File: src/rtl/harmonic_spring_energy_gradient_assert.svh
// Assertion macros shared by the harmonic spring energy and gradient RTL.
// Each macro expands to one labeled concurrent assertion on i_clk with reset disable.
`ifndef HARMONIC_SPRING_ENERGY_GRADIENT_ASSERT_SVH
`define HARMONIC_SPRING_ENERGY_GRADIENT_ASSERT_SVH
// Property that must hold at every clock edge outside reset.
`define HSEG_ASSERT(label, prop, msg) \
    label: assert property (@(posedge i_clk) disable iff (!i_rst_n) (prop)) \
        else $error(msg);
// Implication that checks its consequent in the cycle after the antecedent.
`define HSEG_ASSERT_NEXT(label, ante, cons, msg) \
    label: assert property (@(posedge i_clk) disable iff (!i_rst_n) (ante) |=> (cons)) \
        else $error(msg);
`endif

File: src/rtl/hseg_pkg.sv
// Package for the harmonic spring energy and gradient block.
// Holds widths, the queue entry type and the back-end state type. No dependencies.
package hseg_pkg;
    localparam int ATOM_INDEX_BITS_DEF = 16;
    localparam int FRACTION_BITS_DEF   = 16;
    localparam int COORD_W  = 28;
    localparam int SEP_W    = 29;
    localparam int REST_W   = 27;
    localparam int K_W      = 32;
    localparam int OUT_W    = 48;
    localparam int D2_W     = 58;
    localparam int DIST_W   = 29;
    localparam int QUEUE_DEPTH = 2;

    // Work item passed from the front end to the back end.
    typedef struct packed {
        logic [ATOM_INDEX_BITS_DEF-1:0] atom_a;
        logic [ATOM_INDEX_BITS_DEF-1:0] atom_b;
        logic signed [SEP_W-1:0]        sx;
        logic signed [SEP_W-1:0]        sy;
        logic signed [SEP_W-1:0]        sz;
        logic [REST_W-1:0]              rest;
        logic [K_W-1:0]                 k;
        logic                           last;
    } t_item;

    // Result carried to the output queue.
    typedef struct packed {
        logic [ATOM_INDEX_BITS_DEF-1:0] atom_a;
        logic [ATOM_INDEX_BITS_DEF-1:0] atom_b;
        logic [OUT_W-1:0]               gx;
        logic [OUT_W-1:0]               gy;
        logic [OUT_W-1:0]               gz;
        logic [OUT_W-1:0]               term;
        logic [OUT_W-1:0]               total;
        logic                           zero;
        logic                           last;
    } t_result;

    typedef enum logic [3:0] {
        ST_IDLE, ST_SQ, ST_SUM, ST_SQRT, ST_DIFF, ST_EMUL, ST_KD, ST_ESUM,
        ST_GMUL, ST_GDIV, ST_GSAT, ST_DONE
    } t_state;
endpackage

File: src/rtl/hseg_front.sv
// Front end: accepts springs, forms the separation vector, queues work items.
// Depends on hseg_pkg.
module hseg_front #(
    parameter int ATOM_INDEX_BITS = hseg_pkg::ATOM_INDEX_BITS_DEF
) (
    input  logic                          i_clk,
    input  logic                          i_rst_n,
    input  logic                          push,
    output logic                          full,
    input  logic [15:0]                   i_first_atom,
    input  logic [15:0]                   i_second_atom,
    input  logic signed [27:0]            i_first_x,
    input  logic signed [27:0]            i_first_y,
    input  logic signed [27:0]            i_first_z,
    input  logic signed [27:0]            i_second_x,
    input  logic signed [27:0]            i_second_y,
    input  logic signed [27:0]            i_second_z,
    input  logic [26:0]                   i_rest_length,
    input  logic [31:0]                   i_stiffness,
    input  logic                          i_last,
    output logic                          o_item_valid,
    output hseg_pkg::t_item               o_item,
    input  logic                          i_item_take
);
    import hseg_pkg::*;

    t_item          r_q [QUEUE_DEPTH];
    logic           r_wp, n_wp, r_rp, n_rp;
    logic [1:0]     r_cnt, n_cnt;
    t_item          w_new;
    logic           w_push;
    logic [15:0]    w_mask;

    assign w_mask = 16'((32'd1 << ATOM_INDEX_BITS) - 32'd1);

    // Classify the incoming spring into a work item.
    always_comb begin
        w_new.atom_a = i_first_atom & w_mask;
        w_new.atom_b = i_second_atom & w_mask;
        w_new.sx     = SEP_W'(i_second_x) - SEP_W'(i_first_x);
        w_new.sy     = SEP_W'(i_second_y) - SEP_W'(i_first_y);
        w_new.sz     = SEP_W'(i_second_z) - SEP_W'(i_first_z);
        w_new.rest   = i_rest_length;
        w_new.k      = i_stiffness;
        w_new.last   = i_last;
    end

    assign full         = (r_cnt == 2'(QUEUE_DEPTH));
    assign w_push       = push && !full;
    assign o_item_valid = (r_cnt != 2'd0);
    assign o_item       = r_q[r_rp];

    // Queue pointers.
    always_comb begin
        n_wp  = r_wp ^ w_push;
        n_rp  = r_rp ^ i_item_take;
        n_cnt = r_cnt + 2'(w_push) - 2'(i_item_take);
    end

    always_ff @(posedge i_clk) begin
        if (!i_rst_n) begin
            r_wp  <= 1'b0;
            r_rp  <= 1'b0;
            r_cnt <= 2'd0;
        end else begin
            r_wp  <= n_wp;
            r_rp  <= n_rp;
            r_cnt <= n_cnt;
        end
    end

    always_ff @(posedge i_clk) begin
        if (w_push) begin
            r_q[r_wp] <= w_new;
        end
    end

`include "harmonic_spring_energy_gradient_assert.svh"
    `HSEG_ASSERT(a_front_cnt, r_cnt <= 2'(QUEUE_DEPTH), "front queue overfilled")
    `HSEG_ASSERT(a_front_take, !i_item_take || o_item_valid, "take from empty queue")
    `HSEG_ASSERT_NEXT(a_front_fill, w_push && !i_item_take, r_cnt == $past(r_cnt) + 2'd1,
        "push lost")
endmodule

File: config.mk
export PLATFORM = sky130hd
export DESIGN_NAME = hseg_front
export DESIGN_NICKNAME = d
export VERILOG_FILES = /design/src/rtl/hseg_pkg.sv /design/src/rtl/hseg_front.sv
export VERILOG_INCLUDE_DIRS = /design/src /design/src/rtl
export SDC_FILE = /design/constraint.sdc
export NUM_CORES = 1
export LEC_CHECK = 0
export BUFFER_PORTS_ARGS = -buffer_cell sky130_fd_sc_hd__buf_4
export CAP_MARGIN = 40
export CORE_MARGIN = 1
export CORE_UTILIZATION = 54
export CTS_CLUSTER_SIZE = 8
export DETAILED_ROUTE_END_ITERATION = 16
export PLACE_DENSITY = 0.84
export SLEW_MARGIN = 20
export SYNTH_ARGS = -nofsm -noshare
export SYNTH_HDL_FRONTEND = slang
export SYNTH_SLANG_ARGS = --single-unit
File: constraint.sdc
create_clock -name i_clk -period 7.2 [get_ports i_clk]
set_clock_uncertainty 0.05 [all_clocks]
set_input_delay 1.08 -clock i_clk [delete_from_list [all_inputs] [get_ports i_clk]]
set_output_delay 1.08 -clock i_clk [all_outputs]
set_load 0.005 [all_outputs]
==> flow_summary.json <==
{
  "relSlewSlack_pct": 22.73,
  "cellLeakagePower_uw": 0.009565,
  "grt_pass1_vias": 12775,
  "seq_area_frac_synth_pct": 60.38,
  "cts_max_level": 2,
  "drt_iter0_drc": 651,
  "drc": 0,
  "hp-start": "r_rp$_SDFF_PN0_",
  "hold_viol": 0,
  "synth_area_mm2": 0.01797,
  "final-max-slew-violation-count": 0,
  "synth_seq_cells": 363,
  "critical_path_buf_inv_count": 2,
  "place_inst": 2150,
  "cap_violations": 0,
  "cts_tree": "yes",
  "grt_start_max_net_pins": 180,
  "stdcell_count": 2220,
  "antenna_found_initial": 2,
  "cp_cell_sequence": "buf_4 > mux2_2 > buf_4",
  "endpoint_kind": "output port",
  "status": "finished, final reports clean",
  "critical-path-slowest-cell": "dfxtp_4",
  "crit_family": "buffers and inverters",
  "finalCritPeriodShare_pct": 54.48,
  "rr_startpoint": "r_cnt[0]$_SDFF_PN0_",
  "num_vias": 12335,
  "cts_sinks": 363,
  "place_hpwl_um": 31390,
  "gp_congestion": 0.9629,
  "ant_nets": 0,
  "via_per_inst": 5.556,
  "rows": 66,
  "post_cts_resized": 0,
  "finalWirelength_um": 45840,
  "die_h_um": 184.4,
  "area_growth_pct": 29.00,
  "initial_core_util_pct": 55.09,
  "critical_path_class": "reg -> out",
  "root_buffer": "clkbuf_16",
  "synth_edf_count": 358,
  "rr_endpoint": "r_q[0][73]$_DFFE_PP_",
  "dpl_cell_area_mm2": 0.02180,
  "numCtsBuffers": 51,
  "fmax_mhz": 254.9,
  "rsz0062_at_grt": "no",
  "clock_latency_ns": 0.54,
  "drive_above_1_share_pct": 40.26,
  "core-area_mm2": 0.03262,
  "hold_class": "reg -> reg",
  "cp_max_fo": 59,
  "tightest_slew_ns": 1.159,
  "irDropWorstVdd_v": 0.0001624,
  "grt_pass1_wl_um": 68260,
  "ios": 445,
  "postCtsSetupBuffers": 0,
  "worstPathRequired_ns": 6.07,
  "io_buffers": 444,
  "cts_hold_buf": 0,
  "cpPeakStageDelay_ns": 0.82,
  "finalCriticalPeriod_ns": 3.922,
  "p_per_area_mw_per_mm2": 284.8,
  "r2r_slack_ns": 4.94,
  "grt_usage_pct": 26.21,
  "cp.depth": 3,
  "final_net_count": 2116,
  "cp_common_cell": "buf_4",
  "fin_setup_tns_ns": 0,
  "die_w_um": 184.4,
  "synth-async-reset-ratio_pct": 0,
  "ys_types": 70,
  "die_area_mm2": 0.03401,
  "synthesis.nets": 1655,
  "stdcell_area_mm2": 0.02318,
  "ys_warn_count": 0,
  "critPathLaunchType": "register",
  "wl_per_cell_um": 20.65,
  "final_util_pct": 71.07,
  "ys.flop_type": "edfxtp_1",
  "clk_pin_slew_ns": 0.05,
  "cp_data_arrival_time_ns": 2.79,
  "min_path_cells": 2,
  "rr_worst_depth": 5,
  "hold_ws_ns": 0.5427,
  "synth.avg_cell_area_um2": 13.82,
  "finalSetupViolCount": 0,
  "clock_path_buffers": 3,
  "gr-total-overflow": 0,
  "drt_pass1_iterations": 6,
  "synth_cells": 1300
}
worst max-delay path by stage:
stage / startpoint / endpoint
after global routing: register / o_item[94]
after CTS: register / o_item[107]
after detailed placement: i_first_z[0] / r_q[0][78]$_DFFE_PP_
final: register / o_item[94]
after floorplan: push / r_q[1][0]$_DFFE_PP_
after global placement: i_first_x[0] / r_q[0][144]$_DFFE_PP_
cells in the mapped netlist, types with 5 or more instances:
| cell | count | area [um2] |
|---|---|---|
| nor2_1 | 34 | 127.6 |
| ha_1 | 88 | 1101 |
| inv_1 | 116 | 435.4 |
| o21bai_1 | 11 | 82.58 |
| nand2_1 | 41 | 153.9 |
| nor2b_1 | 18 | 112.6 |
| nor3_1 | 6 | 30.03 |
| o211ai_1 | 6 | 45.04 |
| o21a_1 | 9 | 67.56 |
| and2_1 | 12 | 75.07 |
| clkbuf_1 | 37 | 138.9 |
| edfxtp_1 | 358 | 10750 |
| o21ai_1 | 11 | 55.05 |
| o31ai_1 | 5 | 37.54 |
| xor2_1 | 25 | 219.0 |
| a211oi_2 | 5 | 62.56 |
| nand3_1 | 13 | 65.06 |
| a21o_1 | 45 | 337.8 |
| a21oi_1 | 86 | 430.4 |
| a211oi_1 | 5 | 37.54 |
| xnor2_1 | 49 | 429.2 |
| and3_1 | 10 | 62.56 |
| nand4_1 | 14 | 87.58 |
| nand2b_1 | 11 | 68.82 |
| mux2_2 | 179 | 2016 |
| dfxtp_1 | 5 | 100.1 |
| a31oi_1 | 8 | 50.05 |
| o21ai_0 | 34 | 170.2 |
cells in the final DEF, fill, tap and decap left out, drive strengths merged, types with 12 or more instances in the layout:
cell    netlist  final
nor2         34     34
nand4        14     14
inv         116    117
nor2b        18     18
ha           88     88
a21o         45     45
xor2         25     25
buf           3    449
and2         12     12
a21oi        88     88
nand2        41     41
mux2        180    180
edfxtp      358    358
xnor2        49     49
nand3        13     13
o21ai        48     48
clkbuf       38     65
flip-flops by register name, indices dropped and copies added (netlist names), named ones only:
| signal | count |
|---|---|
| r_q | 358 |
| r_rp | 1 |
| r_cnt | 2 |
| r_wp | 1 |
tightest hold or removal path, cell delays in order, from the launching register on:
cell,delay [ns]
dfxtp_1,0.32
xor2_1,0.07
and2_1,0.15
metrics by stage:
| step | total power, uW | setup slack (ns) |
|---|---|---|
| after floorplan | 3785 | 1.234 |
| after global placement | 4427 | 3.556 |
| after detailed placement | 4495 | 3.490 |
| after CTS | 6641 | 3.262 |
| after global routing | 6861 | 3.160 |
| final | 6602 | 3.278 |
cell type report:
cell class | count | area, um2
sequential | 363 | 10850
fill | 2187 | 9437
multi-input combinational | 780 | 6540
timing repair buffer | 449 | 3416
clock buffer | 65 | 1350
tap | 442 | 553.0
inverter | 116 | 435.4
clock inverter | 3 | 28.78
antenna | 2 | 5.005
layer usage:
metal,vias up,GRT usage (%),wire (um)
met5,-,0,0
met4,0,11.20,1688
met3,111,9.484,4858
met2,535,46.91,23120
met1,5916,27.56,16180
li1,5773,-,-
cells by family after synthesis:
family                     count (synthesis)  share of synthesized area (%)
AOI/OAI and AO/OA                        266                          10.07
xor gates and xnor gates                  74                          3.606
adders and majority gates                 91                          6.461
buffers and inverters                    157                          3.370
DFF                                      363                          60.38
muxes                                    180                          11.30
and+or+nand+nor                          169                          4.818
report_power, final:
group	switching (uW)	total [uW]	internal [uW]
clock	836	2120	1290
sequential	97.5	2910	2810
combinational	814	1570	760
Note: power is estimated with default switching activity, not from simulation.
